<file path="config.mk">
export PLATFORM = sky130hd
export DESIGN_NAME = sign_pause_line_seek_controller_unit
export DESIGN_NICKNAME = d
export VERILOG_FILES = /design/src/design/spl_pkg.sv /design/src/design/spl_in_stage.sv /design/src/design/spl_core.sv /design/src/design/sign_pause_line_seek_controller_unit.sv
export VERILOG_INCLUDE_DIRS = /design/src /design/src/design
export SDC_FILE = /design/constraint.sdc
export NUM_CORES = 1
export LEC_CHECK = 0
export ABC_AREA = 1
export ABC_CLOCK_PERIOD_IN_PS = 9750
export BUFFER_PORTS_ARGS = -buffer_cell sky130_fd_sc_hd__buf_2
export CORE_MARGIN = 1
export CORE_UTILIZATION = 30
export CTS_CLUSTER_DIAMETER = 200
export DETAILED_ROUTE_END_ITERATION = 10
export GPL_ROUTABILITY_DRIVEN = 0
export HOLD_SLACK_MARGIN = 0.02
export PLACE_DENSITY_LB_ADDON = 0.08
export SETUP_SLACK_MARGIN = 0.5
export SLEW_MARGIN = 25
export SYNTH_ARGS = -nofsm -noshare
export SYNTH_HDL_FRONTEND = slang
export SYNTH_SLANG_ARGS = --single-unit
</file>
<file path="constraint.sdc">
create_clock -name clk -period 9.75 [get_ports clk]
set_input_delay 1.95 -clock clk [delete_from_list [all_inputs] [get_ports clk]]
set_output_delay 1.95 -clock clk [all_outputs]
set_load 0.02 [all_outputs]
</file>
<file path="src/design/assert_macros.svh">
// ----------------------------------------------------------------------------
// assert_macros.svh
// Assertion macros shared by the sign pause controller design files.
// ----------------------------------------------------------------------------
`ifndef ASSERT_MACROS_SVH
`define ASSERT_MACROS_SVH

// Check a property on every rising edge of clk, idle during reset
`define SPL_ASSERT(label, clk, rst_n, prop, msg) \
	label: assert property (@(posedge clk) disable iff (!rst_n) (prop)) else $error(msg);

// Check that cons holds whenever ante holds, idle during reset
`define SPL_ASSERT_IMPL(label, clk, rst_n, ante, cons, msg) \
	label: assert property (@(posedge clk) disable iff (!rst_n) (ante) |-> (cons)) \
		else $error(msg);

// Check that cons holds in the cycle after ante, idle during reset
`define SPL_ASSERT_NEXT(label, clk, rst_n, ante, cons, msg) \
	label: assert property (@(posedge clk) disable iff (!rst_n) (ante) |=> (cons)) \
		else $error(msg);

`endif

</file>
<file path="src/design/spl_pkg.sv">
// ----------------------------------------------------------------------------
// spl_pkg
// Types and constants of the sign pause and line seek controller.
// ----------------------------------------------------------------------------
package spl_pkg;

	// Item kinds
	typedef enum logic [1:0] {
		FUNC_TIME   = 2'd0,
		FUNC_LINE   = 2'd1,
		FUNC_DETECT = 2'd2
	} func_t;

	// Configuration register indexes
	localparam int unsigned CfgIdxW = 1;
	localparam int unsigned CfgDataW = 8;
	localparam logic [CfgIdxW-1:0] REG_PAUSE_ENABLE = 1'b0;
	localparam logic [CfgIdxW-1:0] REG_MIN_SCORE = 1'b1;

	// Timing and range limits
	localparam logic [31:0] PAUSE_LEN_MS = 32'd2000;
	localparam logic [31:0] REPAUSE_GAP_MS = 32'd2500;
	localparam logic [31:0] STALE_MS = 32'd350;
	localparam logic [7:0] MAX_SCORE = 8'd100;
	localparam logic [15:0] WIDTH_PX = 16'd320;
	localparam logic [15:0] HEIGHT_PX = 16'd240;
	localparam logic [3:0] MIDDLE_BITS = 4'd6;

	// One input item
	typedef struct packed {
		logic [1:0]         func;
		logic [31:0]        now_ms;
		logic [3:0]         line_mask;
		logic               frame_present;
		logic [31:0]        frame_id;
		logic [31:0]        received_time;
		logic signed [15:0] class_code;
		logic [7:0]         score_value;
		logic [15:0]        pos_x;
		logic [15:0]        pos_y;
	} item_t;

	// One result item
	typedef struct packed {
		logic paused;
		logic holding_route;
		logic seeking;
		logic pause_began;
	} result_t;

	// Configuration register contents
	typedef struct packed {
		logic       pause_enable;
		logic [7:0] min_score;
	} cfg_t;

endpackage

</file>
<file path="src/design/spl_in_stage.sv">
// ----------------------------------------------------------------------------
// spl_in_stage
// Input register: captures one item per transfer and holds it until the
// decision stage takes it.
// ----------------------------------------------------------------------------
module spl_in_stage
	import spl_pkg::*;
(
	input  logic  clk,
	input  logic  arst_n,
	input  logic  in_valid,
	output logic  in_stall,
	input  item_t item_in,
	input  logic  advance,
	output logic  valid_s1,
	output item_t item_s1
);

	logic load;

	// Stall only while a held item cannot move on
	assign in_stall = valid_s1 && !advance;
	assign load = in_valid && !in_stall;

	// Track occupancy of the stage
	always_ff @(posedge clk or negedge arst_n) begin
		if (!arst_n) begin
			valid_s1 <= 1'b0;
		end else if (load) begin
			valid_s1 <= 1'b1;
		end else if (advance) begin
			valid_s1 <= 1'b0;
		end
	end

	// Capture the payload on a transfer
	always_ff @(posedge clk) begin
		if (load) begin
			item_s1 <= item_in;
		end
	end

endmodule

</file>
<file path="src/design/spl_core.sv">
// ----------------------------------------------------------------------------
// spl_core
// Controller state and the combinational decision for one item: pause
// expiry, line loss and line restart, detection filtering and pause start.
// ----------------------------------------------------------------------------
`include "assert_macros.svh"

module spl_core
	import spl_pkg::*;
(
	input  logic    clk,
	input  logic    arst_n,
	input  logic    advance,
	input  item_t   item_s1,
	input  cfg_t    cfg,
	output result_t result
);

	logic [31:0] last_frame_id_q;
	logic        last_frame_valid_q;
	logic        pause_on_q;
	logic        pause_ever_q;
	logic [31:0] pause_start_time_q;
	logic        line_seek_q;

	logic [31:0] last_frame_id_d;
	logic        last_frame_valid_d;
	logic        pause_on_d;
	logic        pause_ever_d;
	logic [31:0] pause_start_time_d;
	logic        line_seek_d;
	logic        began;

	logic [31:0] since_pause;
	logic [31:0] frame_age;
	logic        detect_ok;
	logic        new_frame;
	logic        repause_ok;
	logic        seek_after_loss;
	logic [1:0]  mode_flags;
	logic        began_paused;

	// Elapsed times, modulo 2^32
	assign since_pause = item_s1.now_ms - pause_start_time_q;
	assign frame_age = item_s1.now_ms - item_s1.received_time;

	// Filter a detection: age, class, score and position
	assign detect_ok = (frame_age <= STALE_MS)
		&& (item_s1.class_code[15:1] == 15'd0)
		&& (item_s1.score_value >= cfg.min_score)
		&& (item_s1.score_value <= MAX_SCORE)
		&& (item_s1.pos_x < WIDTH_PX)
		&& (item_s1.pos_y < HEIGHT_PX);

	assign new_frame = item_s1.frame_present
		&& !(last_frame_valid_q && (item_s1.frame_id == last_frame_id_q));
	assign repause_ok = !pause_ever_q || (since_pause >= REPAUSE_GAP_MS);
	assign seek_after_loss = line_seek_q || (pause_on_q && (item_s1.line_mask == 4'd0));

	// Next state and result for the held item
	always_comb begin
		last_frame_id_d = last_frame_id_q;
		last_frame_valid_d = last_frame_valid_q;
		pause_on_d = pause_on_q;
		pause_ever_d = pause_ever_q;
		pause_start_time_d = pause_start_time_q;
		line_seek_d = line_seek_q;
		began = 1'b0;
		unique case (func_t'(item_s1.func))
			FUNC_TIME: begin
				if (pause_on_q && (since_pause >= PAUSE_LEN_MS)) begin
					pause_on_d = 1'b0;
				end
			end
			FUNC_LINE: begin
				if (pause_on_q && (item_s1.line_mask == 4'd0)) begin
					pause_on_d = 1'b0;
					line_seek_d = 1'b1;
				end
				if (seek_after_loss && ((item_s1.line_mask & MIDDLE_BITS) != 4'd0)) begin
					line_seek_d = 1'b0;
					pause_on_d = 1'b1;
					pause_start_time_d = item_s1.now_ms;
					began = 1'b1;
				end
			end
			FUNC_DETECT: begin
				if (new_frame) begin
					last_frame_id_d = item_s1.frame_id;
					last_frame_valid_d = 1'b1;
					if (detect_ok && !line_seek_q && cfg.pause_enable && repause_ok) begin
						pause_ever_d = 1'b1;
						pause_on_d = 1'b1;
						pause_start_time_d = item_s1.now_ms;
						began = 1'b1;
					end
				end
			end
			default: begin
			end
		endcase
		result.paused = pause_on_d;
		result.holding_route = pause_on_d || line_seek_d;
		result.seeking = line_seek_d;
		result.pause_began = began;
	end

	// Commit state when the item moves to the result register
	always_ff @(posedge clk or negedge arst_n) begin
		if (!arst_n) begin
			last_frame_id_q <= '0;
			last_frame_valid_q <= 1'b0;
			pause_on_q <= 1'b0;
			pause_ever_q <= 1'b0;
			pause_start_time_q <= '0;
			line_seek_q <= 1'b0;
		end else if (advance) begin
			last_frame_id_q <= last_frame_id_d;
			last_frame_valid_q <= last_frame_valid_d;
			pause_on_q <= pause_on_d;
			pause_ever_q <= pause_ever_d;
			pause_start_time_q <= pause_start_time_d;
			line_seek_q <= line_seek_d;
		end
	end

	// Gather the mode flags and the pause start condition for the checks
	assign mode_flags = {pause_on_q, line_seek_q};
	assign began_paused = !result.pause_began || (pause_on_d && !line_seek_d);

	`SPL_ASSERT(a_pause_seek_excl, clk, arst_n, mode_flags != 2'b11, "paused while seeking")
	`SPL_ASSERT_NEXT(a_ever_sticky, clk, arst_n, pause_ever_q, pause_ever_q, "pause_ever cleared")
	`SPL_ASSERT_NEXT(a_hold_state, clk, arst_n, !advance, $stable(mode_flags), "state moved")
	`SPL_ASSERT_IMPL(a_began_paused, clk, arst_n, advance, began_paused, "began but not paused")

endmodule

</file>
<file path="src/design/sign_pause_line_seek_controller_unit.sv">
// ----------------------------------------------------------------------------
// sign_pause_line_seek_controller_unit
// Top level of the sign pause and line seek controller.
// ----------------------------------------------------------------------------
// Takes one item per cycle while the output does not stall and returns one
// result per item. An item transfers into the input register, is decided
// there against the controller state, and its result lands in the output
// register. The rate is set by the state update loop in spl_core. While a
// finished result waits on a stalled output, the input register takes one
// more item and then stalls the input. Configuration is a write port:
// index 0 is pause_enable (data bit 0), index 1 is min_score (data bits 7:0),
// to be written only while the block is idle; the block does not enforce it.
// There is no clearing pass after reset.
// ----------------------------------------------------------------------------
`include "assert_macros.svh"

module sign_pause_line_seek_controller_unit
	import spl_pkg::*;
(
	input  logic                clk,
	input  logic                arst_n,
	input  logic                cfg_we,
	input  logic [CfgIdxW-1:0]  cfg_index,
	input  logic [CfgDataW-1:0] cfg_data,
	input  logic                in_valid,
	output logic                in_stall,
	input  logic [1:0]          func,
	input  logic [31:0]         now_ms,
	input  logic [3:0]          line_mask,
	input  logic                frame_present,
	input  logic [31:0]         frame_id,
	input  logic [31:0]         received_time,
	input  logic signed [15:0]  class_code,
	input  logic [7:0]          score_value,
	input  logic [15:0]         pos_x,
	input  logic [15:0]         pos_y,
	output logic                out_valid,
	input  logic                out_stall,
	output logic                paused,
	output logic                holding_route,
	output logic                seeking,
	output logic                pause_began
);

	cfg_t    cfg_q;
	item_t   item_in;
	item_t   item_s1;
	logic    valid_s1;
	logic    advance;
	result_t result;
	result_t result_q;
	logic    out_valid_q;
	logic    holding_ok;

	// Write configuration registers
	always_ff @(posedge clk or negedge arst_n) begin
		if (!arst_n) begin
			cfg_q <= '0;
		end else if (cfg_we) begin
			unique case (cfg_index)
				REG_PAUSE_ENABLE: cfg_q.pause_enable <= cfg_data[0];
				REG_MIN_SCORE:    cfg_q.min_score <= cfg_data[7:0];
				default: begin
				end
			endcase
		end
	end

	// Pack the payload ports
	assign item_in = '{
		func: func,
		now_ms: now_ms,
		line_mask: line_mask,
		frame_present: frame_present,
		frame_id: frame_id,
		received_time: received_time,
		class_code: class_code,
		score_value: score_value,
		pos_x: pos_x,
		pos_y: pos_y
	};

	// Move the held item on when the result register is free or draining
	assign advance = valid_s1 && (!out_valid_q || !out_stall);

	spl_in_stage u_in_stage (
		.clk      (clk),
		.arst_n   (arst_n),
		.in_valid (in_valid),
		.in_stall (in_stall),
		.item_in  (item_in),
		.advance  (advance),
		.valid_s1 (valid_s1),
		.item_s1  (item_s1)
	);

	spl_core u_core (
		.clk     (clk),
		.arst_n  (arst_n),
		.advance (advance),
		.item_s1 (item_s1),
		.cfg     (cfg_q),
		.result  (result)
	);

	// Result register: load on advance, drop on output transfer
	always_ff @(posedge clk or negedge arst_n) begin
		if (!arst_n) begin
			out_valid_q <= 1'b0;
		end else if (advance) begin
			out_valid_q <= 1'b1;
		end else if (!out_stall) begin
			out_valid_q <= 1'b0;
		end
	end

	always_ff @(posedge clk) begin
		if (advance) begin
			result_q <= result;
		end
	end

	assign out_valid = out_valid_q;
	assign paused = result_q.paused;
	assign holding_route = result_q.holding_route;
	assign seeking = result_q.seeking;
	assign pause_began = result_q.pause_began;

	// Holding flag must follow the paused and seeking flags
	assign holding_ok = result_q.holding_route == (result_q.paused || result_q.seeking);

	`SPL_ASSERT_NEXT(a_advance_fills, clk, arst_n, advance, out_valid_q, "result lost")
	`SPL_ASSERT_IMPL(a_no_overwrite, clk, arst_n, out_valid_q && out_stall, !advance, "overwritten")
	`SPL_ASSERT_IMPL(a_holding_flag, clk, arst_n, out_valid_q, holding_ok, "holding flag mismatch")

endmodule
</file>
[After elaboration in Yosys (flattened, before gate mapping)]
Cells that the tools add are included.
W data, S select, Z words.
Word-level totals
  register bits: 242
  input bits: 173
  output and inout port bits: 6
  logic and storage cells: 100
Operators by class
  add/subtract/negate cells: 2
  magnitude comparators: 7
  equality and inequality tests: 7
  multiplexer cells: 21
  bitwise gates (word level): 1
  reduce and logical (&&, ||, !) cells: 38
Operator list (count)
  $mux W32: 3
  $pmux W32 S2: 1
  $sub A32 B32 Y32: 2
  $eq A32 B32 Y1: 1
  $ge A32 B11 Y1 const B: 1
  $ge A32 B12 Y1 const B: 1
  $le A32 B9 Y1 const B: 1
  $logic_and A1 B1 Y1: 16
  $lt A16 B8 Y1 const B: 1
  $lt A16 B9 Y1 const B: 1
  $logic_not A15 Y1: 1
  $mux W1: 15
  $ge A8 B8 Y1: 1
  $le A8 B7 Y1 const B: 1
  $ne A2 B1 Y1 const B: 4
  $logic_not A1 Y1: 7
  $reduce_and A5 Y1: 1
  $logic_not A4 Y1: 1
  $logic_or A1 B1 Y1: 4
  $reduce_and A2 Y1: 2
  $reduce_and A4 Y1: 1
  $reduce_bool A2 Y1: 2
  $reduce_bool A4 Y1: 1
  $pmux W1 S3: 1
  6 further kinds: 6

[Depth between registers and ports, before layout]
Gate-level depths: netlist (run 1).
  depth in word-level cells: 14
  depth in mapped cells: 24
  mapped depth without buffers: 23

[Hierarchy]
Synthesis (run 1) repeated with hierarchy kept, for this count alone.
Unflattened totals
  cells, all modules: 1760
  area total of the unflattened synthesis: 14169.8 µm²
By module, submodules not included
  spl_core: times used 1, cells an instance 1544, area each 8794.7 µm², sequential area each 1701.6 µm²
  spl_in_stage: times used 1, cells an instance 166, area each 4832.1 µm², sequential area each 4799.6 µm²
  sign_pause_line_seek_controller_unit: times used 1, cells an instance 50, area each 543.0 µm², sequential area each 370.4 µm²

[Least setup slack after synthesis (run 1)]
OpenSTA, ideal clock, no wires.
  path kind: input -> register
  from: input port out_stall
  to: register u_in_stage.item_s1[100] (netlist name)
  library setup time: 501 ps
  data arrival time: 5155 ps
  path slack: 4094 ps
  stages: 5
  buffers on the path: 0
  cells stage by stage: nand2_1 > nor2_1 > inv_1 > nand2_1 > inv_1
On the way
  cells in the longest elaborated chain, start to end: 7
Ends and longest elaborated chain
  from (decl): RTL line sign_pause_line_seek_controller_unit.sv:38  | input logic out_stall,
  $logic_not A1 Y1
  $logic_or A1 B1 Y1: RTL line sign_pause_line_seek_controller_unit.sv:84  | assign advance = valid_s1 && (!out_valid_q || !out_stall);
  $logic_and A1 B1 Y1: RTL line sign_pause_line_seek_controller_unit.sv:84
  $logic_not A1 Y1: RTL line spl_in_stage.sv:22  | assign in_stall = valid_s1 && !advance;
  $logic_and A1 B1 Y1: RTL line spl_in_stage.sv:22
  net in_stall: RTL line sign_pause_line_seek_controller_unit.sv:26  | output logic in_stall,
  $logic_not A1 Y1: RTL line spl_in_stage.sv:23  | assign load = in_valid && !in_stall;
  $logic_and A1 B1 Y1: RTL line spl_in_stage.sv:23
  net u_in_stage.load: RTL line spl_in_stage.sv:19  | logic load;
The timed path passes the listed nets, and every way through them passes these cells.
A chain may end at the register's enable or synchronous reset.

[Worst setup path after layout (run 1)]
  from: input port out_stall
  to: output port in_stall
On the way
  cells in the longest elaborated chain, start to end: 5
Ends and longest elaborated chain (RTL line)
  $logic_not A1 Y1
  $logic_or A1 B1 Y1: sign_pause_line_seek_controller_unit.sv:84
  $logic_and A1 B1 Y1: sign_pause_line_seek_controller_unit.sv:84
  $logic_not A1 Y1: spl_in_stage.sv:22
  $logic_and A1 B1 Y1: spl_in_stage.sv:22
  to (decl): sign_pause_line_seek_controller_unit.sv:26
Every way passes these cells.

==> results of run 1 <==
## final timing paths
kind / from / to / slack, ns / cells after the start
worst max-delay path: out_stall / in_stall / 5.41 / 4
worst min register to register: u_core.last_frame_valid_q / u_core.last_frame_valid_q / 0.46 / 2
max in group asynchronous: arst_n / u_core.pause_start_time_q[31] / 7.35 / 2
worst min-delay path: u_core.last_frame_valid_q / u_core.last_frame_valid_q / 0.46 / 2
min in group asynchronous: arst_n / u_core.pause_start_time_q[1] / 1.36 / 1
worst max register to register: u_in_stage.item_s1[125] / u_core.pause_start_time_q[2] / 6.01 / 21
## worst register-to-register path: stages, from the launching register on
cell,delay (ns)
edfxtp_1,0.33
inv_1,0.08
ha_1,0.22
fa_1,0.36
inv_1,0.18
nand3_1,0.14
nand2_2,0.13
nand2_1,0.09
nand2_2,0.12
nand3_2,0.09
nand2_1,0.15
nand2_1,0.10
nand3_1,0.09
nand2_1,0.05
nor2_1,0.13
nand3_1,0.10
nor2_2,0.26
nand3_2,0.13
nand2_2,0.10
nand2_4,0.35
nor2_1,0.35
a21oi_2,0.04
## per-layer routing
| metal | up-vias | global-route usage [%] | routed length [microns] |
|---|---|---|---|
| met5 | - | 0 | 43 |
| met4 | 8 | 3.94 | 827 |
| met3 | 48 | 3.45 | 2280 |
| met2 | 267 | 26.0 | 16500 |
| met1 | 5098 | 21.8 | 17800 |
| li1 | 5950 | - | - |
## layout by cell type, fill, tap and decap left out, drive strengths merged, types with 38 or more instances in the layout
cell type	instances
dfrtp	79
nand2	524
o21ai	54
nor2	185
ha	74
nand3	80
clkbuf	38
edfxtp	152
buf	169
nand4	41
a21oi	109
inv	316
## cell type report
class / instances / area, sq um
inverters: 315 / 1190
fillers: 4824 / 29300
clock inverters: 12 / 103
clock buffers: 38 / 727
multi-input cells: 1170 / 6100
well taps: 600 / 751
flip-flops and latches: 231 / 6540
repair buffers: 169 / 853
diodes: 7 / 17.5
## registers in the layout (all words and copies together), names as in the netlist
name,cells
u_in_stage.item_s1,148
u_core.last_frame_id_q,32
u_core.pause_start_time_q,32
cfg_q,9
holding_route,1
out_valid,1
pause_began,1
paused,1
seeking,1
u_core.last_frame_valid_q,1
u_core.line_seek_q,1
u_core.pause_ever_q,1
u_core.pause_on_q,1
u_in_stage.valid_s1,1
## synthesized netlist by cell type (all sizes together)
cell	instances
and2	4
and3	2
dfrtp	79
xnor2	12
or2	3
o21ai	54
inv	315
mux2	10
nand4	41
a31o	1
o21bai	4
xor2	8
a21o	5
fa	2
a21boi	1
a22oi	1
buf	6
a31oi	2
a211oi	2
o2111ai	1
nor2	185
clkbuf	7
o221ai	1
nor4	3
nand3b	16
ha	74
nor3	16
nand2	524
o21a	1
o211ai	2
o22ai	6
nand3	80
edfxtp	152
a21oi	109
## power groups by stage
stage / Combinational (mW) / Sequential, mW / Clock (mW)
after global placement: 1.20 / 1.30 / 0
final: 1.20 / 1.28 / 0.961
after detailed placement: 1.21 / 1.30 / 0
after floorplan: 0.893 / 1.29 / 0
after CTS: 1.22 / 1.29 / 1.00
after global routing: 1.39 / 1.30 / 1.04
## per-stage QoR
step                util [%]  total power [mW]  hold slack (ns)  instance area (sq um)  worst slack [ns]
detailed placement      33.8              2.52            0.445                  15400              5.36
finish                  35.7              3.44            0.457                  16300              5.41
CTS                     35.7              3.50            0.462                  16300              5.41
global route            35.7              3.73            0.488                  16300              5.34
floorplan                  -              2.18            0.422                  13900              4.09
global placement        33.8              2.50            0.440                  15400              5.36
## cells by family (layout without fill, tap and decap cells)
family | count (synthesis) | count (layout) | synth area share, %
simple gates | 874 | 874 | 27.0
buf+inv | 328 | 534 | 9.18
flops | 231 | 231 | 47.0
compound gates | 190 | 190 | 7.80
fa+ha+maj | 76 | 76 | 6.94
xor+xnor | 20 | 20 | 1.26
mux | 10 | 10 | 0.810
other cells | 0 | 7 | 0
==> run metrics, run 1 <==
Worst EP arrival=2.39 ns; Pre-antenna DRT Iters=5; Sequential Power Share=37.3%; post-route setup TNS=0 ns; Top-Level Pins=179; maximum VDD drop=0.167 mV; Crit-path slowest cell=buf_2; register area share after synthesis=47.0%; #FFs+latches synth=231; top cell type by total area after synthesis=edfxtp_1; Post-DP HPWL=29800 microns; final WL=37400 microns; PwrDens=212 mW/mm^2; switching portion of total power=36.7%; Comb power frac=34.8%; # H-tree levels=1; Clock Latency Late Sink=0.57 ns; # nets final=2163; worst min-delay path category=reg2reg; # DRC=0; max frequency=0.231 GHz; endpoints failing hold=0; Gate Count Post-Synth=1729; Initial Util=30.5%; final worst path period need=4.34 ns; crit path buf inv count=2; Via density=4.47; CP Class=in2out; Inst Count DP=2485; Worst-path clk slew=0.06 ns; max cap viols=0; CTS tree=done; Total GRT Usage=16.1%; final clock skew=0.0179 ns; Die X=217 microns; Max stage delay on crit path=0.18 ns; Max-slew headroom=36.7%; CTS buffer count=27; Area Overhead vs Synth=17.0%; clock network fraction of total power=27.9%; share of cells above drive strength 1=15.0%; Critical Path Source Type=input port; Cell Rows=78; Resized cells post-CTS=0; first-pass GRT wire length=59400 microns; # clock sinks=231; largest net degree at the start of global routing=76; synthesized cell area=0.0139 sq mm; syn nets=1978; area share of the largest cell type after synthesis=32.8%; CP max FO=3; via count of the routed design=11371; status=complete, no violations; NetSw=1.26 mW; synth unique cells=47; actual slew at the worst max-slew pin=0.949 ns; post-CTS setup buffers=0; largest cells by area after synthesis=edfxtp_1 33%, dfrtp_1 14%, nand2_1 14%; clock buffer depth=3; Ys Warns=0; DR WL/cell=14.7 microns; synthesized area per cell=8.04 sq um; GRT overflow=0; DRT iter0 DRCs=658; endpoints failing setup=0; initial antenna violation count=10; Max Transition Viols Final=0; Hold Buf Count CTS=0; leak pwr=8.05 nW; vias in the first global route=11169; Core Area=0.0456 sq mm; Die Height=217 microns; CP dominant cell by count=buf_2; CP endpoint kind=output pin; DIE AREA=0.0472 sq mm; Detail Route Antenna Nets=0; P_int=2.18 mW; post-route insts no fill=2542; Worst Path Required=7.80 ns; CP cell instances=buf_2 > nand2_1 > nor2_1 > buf_2; Root Driver=clkbuf_16; family with the most delay on the worst path=buffers and inverters; input/output buffers=167; part of the cycle the worst path needs=44.5%; RSZ-0062 raised after global routing=false
No activity file was read; power rests on OpenSTA's default activity.
==> run 2: changes to the inputs <==
ABC_CLOCK_PERIOD_IN_PS = 4450   (was 9750)
clock period = 4.45 ns   (was 9.75 ns; I/O delays follow)
==> run 2 against run 1 <==
Compared with the run above: routed wire length is essentially flat; non-clock buffer count grew 4; final area grew 0.90%; global-route usage shrank 0.058 points; combinational power grew 120%; sequential power grew 120%; sequential cell count is the same; final cell count grew 0.16%; highest routed layer unchanged; critical endpoint is now u_core.pause_start_time_q[4]; count of clock-buffer cells in the layout grew 1; total power grew 120%; die area is the same; largest power group unchanged; worst hold slack lost 0.060 ns.
==> run metrics, run 2 (same netlist as run 1, synthesis figures left out) <==
# DRC=0 (unchanged); Max Transition Viols Final=0 (unchanged); Via density=4.46 (-0.24%); CP endpoint kind=flip-flop; status=complete, no violations; Resized cells post-CTS=0 (unchanged); largest registers=u_in_stage.item_s1 (148), u_core.last_frame_id_q (32), u_core.pause_start_time_q (32); largest net degree at the start of global routing=74 (-2.6%); final WL=37400 microns (about the same); most frequent cells in the layout=507 x nand2_1, 311 x inv_1, 166 x buf_2, 161 x nor2_1, 152 x edfxtp_1; Hold Buf Count CTS=0 (unchanged); Worst Path Required=4.88 ns (-2.92 ns); first-pass GRT wire length=59000 microns (-0.63%); endpoints failing setup=0 (unchanged); CTS buffer count=28 (+3.7%); via count of the routed design=11361 (-0.088%); largest register by flop count=u_in_stage.item_s1; max frequency=0.292 GHz; # H-tree levels=1 (unchanged); Core Area=0.0456 sq mm (unchanged); initial antenna violation count=9 (-1); Cell Rows=78 (unchanged); Final Instance Area=0.0164 sq mm (+0.90%); CTS tree=done; Root Driver=clkbuf_16; max reg flops=148 (unchanged); DIE AREA=0.0472 sq mm (unchanged); # nets final=2168 (+0.23%); PwrDens=471 mW/mm^2 (+120%); Post-DP HPWL=30000 microns (+0.68%); post-route setup TNS=0 ns (unchanged); maximum VDD drop=0.276 mV (+65%); Total GRT Usage=16.1% (-0.058 points); Worst EP arrival=3.86 ns (+1.47 ns); Top-Level Pins=179 (unchanged); final worst path period need=3.42 ns; placed cell area=0.0155 sq mm (+0.40%); Worst-path clk slew=0.06 ns (about the same); input/output buffers=167 (unchanged); post-route insts no fill=2546 (+0.16%); Detail Route Antenna Nets=0 (unchanged); GRT overflow=0 (unchanged); clock buffer depth=3 (unchanged); Die X=217 microns (unchanged); max cap viols=0 (unchanged); part of the cycle the worst path needs=76.9%; actual slew at the worst max-slew pin=0.952 ns (+0.00294 ns); Critical Path Source Type=flip-flop; leak pwr=8.11 nW (+0.68%); vias in the first global route=10987 (-1.6%); Area Overhead vs Synth=18.1%; Pre-antenna DRT Iters=7 (+2); endpoints failing hold=0 (unchanged); dpl ws=1.11 ns (-4.25 ns); final clock skew=0.0308 ns (+0.0129 ns); Clock Latency Late Sink=0.58 ns (about the same); utilization after layout=36.0% (+0.32 points); share of cells above drive strength 1=15.6% (+0.52 points); Max-slew headroom=36.4% (-0.33 points); DR WL/cell=14.7 microns (about the same); RSZ-0062 raised after global routing=false; FF-to-FF Start=u_in_stage.item_s1[132]; DRT iter0 DRCs=659 (+0.15%); Setup crit start=u_in_stage.item_s1[132]; Die Height=217 microns (unchanged); Inst Count DP=2489 (+0.16%); CP max FO=63 (+60); worst min-delay path category=in2async; Initial Util=30.5% (unchanged); PnR worst setup slack=1.03 ns (-4.39 ns); commonest non-fill, non-tap cell in the layout=nand2_1; CP Class=reg2reg; # clock sinks=231 (unchanged); post-CTS setup buffers=0 (unchanged)
==> run 2: cell type report <==
cell class / count / area (sq um)
well taps: 600 / 751
clock buffers: 39 / 762
flip-flops and latches: 231 / 6540
inverters: 315 / 1190
repair buffers: 173 / 908
multi-input cells: 1170 / 6100
clock inverters: 13 / 163
fillers: 4815 / 29200
diodes: 5 / 12.5
==> run 2: power breakdown <==
part           internal, mW  total [mW]  leakage [nW]  switching (mW)
clock                  1.37        2.30         0.444           0.927
sequential             2.65        2.81          2.38           0.161
combinational         0.932        2.64          5.29            1.70
==> run 2: final timing paths <==
path                                                      to  slack (ns)  cells past startpoint
worst min-delay path                     u_in_stage.valid_s1        0.40                      1
worst max-delay path            u_core.pause_start_time_q[4]        1.03                     17
max in group asynchronous       u_core.pause_start_time_q[3]        3.19                      2
worst min register to register     u_core.last_frame_valid_q        0.47                      2
worst max register to register  u_core.pause_start_time_q[4]        1.03                     17
min in group clk                   u_core.last_frame_valid_q        0.47                      2
==> run 2: layer usage <==
metal | global-route usage, % | share of wire [%] | vias to the layer above
met4 | 3.64 | 1.7 | 8
met2 | 26.0 | 44 | 265
met3 | 3.56 | 6.6 | 48
met1 | 21.7 | 47 | 5089
li1 | - | - | 5951
met5 | 0 | 0.16 | -
==> run 2: worst max-delay path, cell delays in order, from the launching register on <==
cell and delay (ns):
edfxtp_1 0.51, ha_1 0.39, a21oi_1 0.33, o21ai_1 0.15, inv_1 0.09, nand3_1 0.16, xor2_1 0.18, a21oi_1 0.28
nand2_1 0.08, inv_1 0.06, nand2_1 0.06, nor2_2 0.23, nand3_2 0.12, nand2_2 0.10, nand2_4 0.05, buf_12 0.19
nor2_1 0.17, a21oi_2 0.04
==> run 2: stage by stage <==
step / hold slack (ns) / total power [mW]
after detailed placement: 0.446 / 5.51
after global routing: 0.437 / 8.39
after global placement: 0.445 / 5.49
after CTS: 0.421 / 7.88
after floorplan: 0.422 / 4.78
final: 0.397 / 7.74
==> run 3: changes to the inputs <==
ABC_CLOCK_PERIOD_IN_PS = 3400   (was 4450)
clock period = 3.4 ns   (was 4.45 ns; I/O delays follow)
==> run 3 against run 2 <==
Compared with the run above: core utilization increased by 4.8 points; global-route usage grew 0.90 points; combinational power increased by 65%; clock skew shrank 0.0090 ns; critical path depth unchanged; critical path type unchanged; highest routed layer unchanged.
==> run metrics, run 3 (same netlist as run 1, synthesis figures left out) <==
status=complete, no violations; max reg flops=148 (unchanged); final clock skew=0.0218 ns (-0.00899 ns); Sequential Power Share=33.1% (-3.2 points); Reg2Reg Setup Slack=0.25 ns (-0.78 ns); post-route setup TNS=0 ns (unchanged); Top-Level Pins=179 (unchanged); switching portion of total power=37.0% (+0.92 points); Via density=4.50 (+0.87%); max frequency=0.317 GHz (+8.5%); met1 WL=18900 microns (+6.3%); DR top layer=met5; clock buffer depth=3 (unchanged); maximum VDD drop=0.453 mV (+64%); leak pwr=8.71 nW (+7.4%); CP dominant cell by count=nand2_1; CP max FO=5 (-92%); # nets final=2252 (+3.9%); PwrDens=598 mW/mm^2 (+27%); largest net degree at the start of global routing=149 (+100%); crit path buf inv count=1 (-2); reg-to-reg endpoint=u_core.pause_start_time_q[12]; vias in the first global route=11409 (+3.8%); endpoints failing hold=0 (unchanged); largest register by flop count=u_in_stage.item_s1; RSZ-0062 raised after global routing=true; FF-to-FF Start=u_in_stage.item_s1[138]; Cell Rows=78 (unchanged); actual slew at the worst max-slew pin=1.06 ns (+0.108 ns); Pre-antenna DRT Iters=5 (-2); initial antenna violation count=7 (-2); Root Driver=clkbuf_16; Clock Latency Late Sink=0.59 ns (about the same); Crit-path slowest cell=edfxtp_1; input/output buffers=167 (unchanged); family with the most delay on the worst path=simple AND/OR/NAND/NOR gates; GRT overflow=0 (unchanged); Hold Buf Count CTS=0 (unchanged); DRT iter0 DRCs=666 (+1.1%); final WL=40500 microns (+8.1%); worst min-delay path category=in2async; Detail Route Antenna Nets=0 (unchanged); P_int=7.01 mW (+42%); most frequent cells in the layout=438 x nand2_1, 297 x inv_1, 166 x buf_2, 152 x edfxtp_1, 113 x nor2_1; endpoints failing setup=0 (unchanged); DR WL/cell=15.4 microns (+4.6%); CP cell instances=ha_4 > nand2_4 > o21ai_0 > nor2_1 > nand2_1 > nand2_1 > nand2_1 > nand3_1 > nor2_2 > nand3_2 > nor2_4 > nand3_2 > nand2_4 > nand2_8 > clkbuf_16 > nor2_1 > a21oi_1; Power, Total=11.1 mW (+44%); NetSw=4.11 mW (+47%); worst r2r path cells=17 (unchanged); Initial Util=30.5% (unchanged); CP endpoint kind=flip-flop; # H-tree levels=1 (unchanged); CTS buffer count=29 (+3.6%); Max stage delay on crit path=0.52 ns (about the same); CTS tree=done; # DRC=0 (unchanged); via count of the routed design=11843 (+4.2%); met2 wire len=17900 microns (+8.5%); part of the cycle the worst path needs=92.7% (+16 points); Die X=217 microns (unchanged); Max-slew headroom=29.3% (-7.1 points); Worst EP arrival=3.63 ns (-0.23 ns); Total GRT Usage=17.0% (+0.90 points); first-pass GRT wire length=62300 microns (+5.6%); commonest non-fill, non-tap cell in the layout=nand2_1; met3 WL=2440 microns (-0.53%); # clock sinks=231 (unchanged); DIE AREA=0.0472 sq mm (unchanged); CP Class=reg2reg; largest registers=u_in_stage.item_s1 (148), u_core.last_frame_id_q (32), u_core.pause_start_time_q (32); Area Overhead vs Synth=33.7%; Worst Path Required=3.88 ns (-1.00 ns); Worst-path clk slew=0.06 ns (about the same); Post-DP HPWL=30000 microns (-0.12%); max cap viols=0 (unchanged); Comb power frac=39.2% (+5.2 points); Core Area=0.0456 sq mm (unchanged); clock network fraction of total power=27.8% (-1.9 points); Die Height=217 microns (unchanged); Max Transition Viols Final=0 (unchanged); share of cells above drive strength 1=29.8% (+14 points); number of cells on the critical path=17 (unchanged); Critical Path Source Type=flip-flop; final worst path period need=3.15 ns (-0.268 ns)
run 3: power by group through the flow:
stage | clock [mW] | sequential, mW | combinational [mW]
3_3_place_gp | 0 | 3.73 | 3.48
2_1_floorplan | 0 | 3.69 | 2.57
3_5_place_dp | 0 | 3.74 | 3.52
4_1_cts | 3.20 | 3.68 | 4.01
5_1_grt | 3.32 | 3.73 | 4.90
6_report | 3.09 | 3.68 | 4.36
run 3: how the worst max path moves through the flow:
| stage | to | from |
|---|---|---|
| floorplan | u_in_stage.item_s1[100] | out_stall |
| finish | u_core.pause_start_time_q[12] | u_in_stage.item_s1[138] |
| global placement | u_core.pause_start_time_q[4] | u_in_stage.item_s1[131] |
| detailed placement | u_core.pause_start_time_q[24] | u_in_stage.item_s1[131] |
| CTS | u_core.pause_start_time_q[4] | u_in_stage.item_s1[134] |
| global route | u_core.pause_start_time_q[22] | u_in_stage.item_s1[136] |
run 3: what timing repair did:
item                                    4_1_cts  5_1_grt
resized for setup                           160      163
cloned                                        3        4
pin swaps                                    30       67
buffers inserted                             38       23
endpoints found under the setup margin       36       37
run 3: metrics by stage:
step | worst slack, ns | cells | instance area (sq um) | hold slack [ns] | utilization (%)
floorplan | -0.238 | 1729 | 13900 | 0.384 | -
global placement | 0.113 | 2504 | 15600 | 0.440 | 34.3
detailed placement | 0.0767 | 2504 | 15600 | 0.442 | 34.3
CTS | 0.309 | 2599 | 17700 | 0.134 | 38.9
global route | 0.131 | 2626 | 18600 | 0.168 | 40.8
finish | 0.247 | 2631 | 18600 | 0.118 | 40.8
run 3: cell type report:
cell class	count	area [sq um]
antenna	5	12.5
multi-input combinational	1171	7460
inverter	315	1190
fill	4636	27000
timing repair buffer	255	1680
clock inverter	7	76.3
clock buffer	47	876
sequential	231	6540
tap	600	751
run 3: layer usage:
layer,vias to the layer above,track usage (%)
met1,5372,23.1
met3,61,3.73
li1,6133,-
met4,6,5.12
met5,-,0
met2,271,26.7
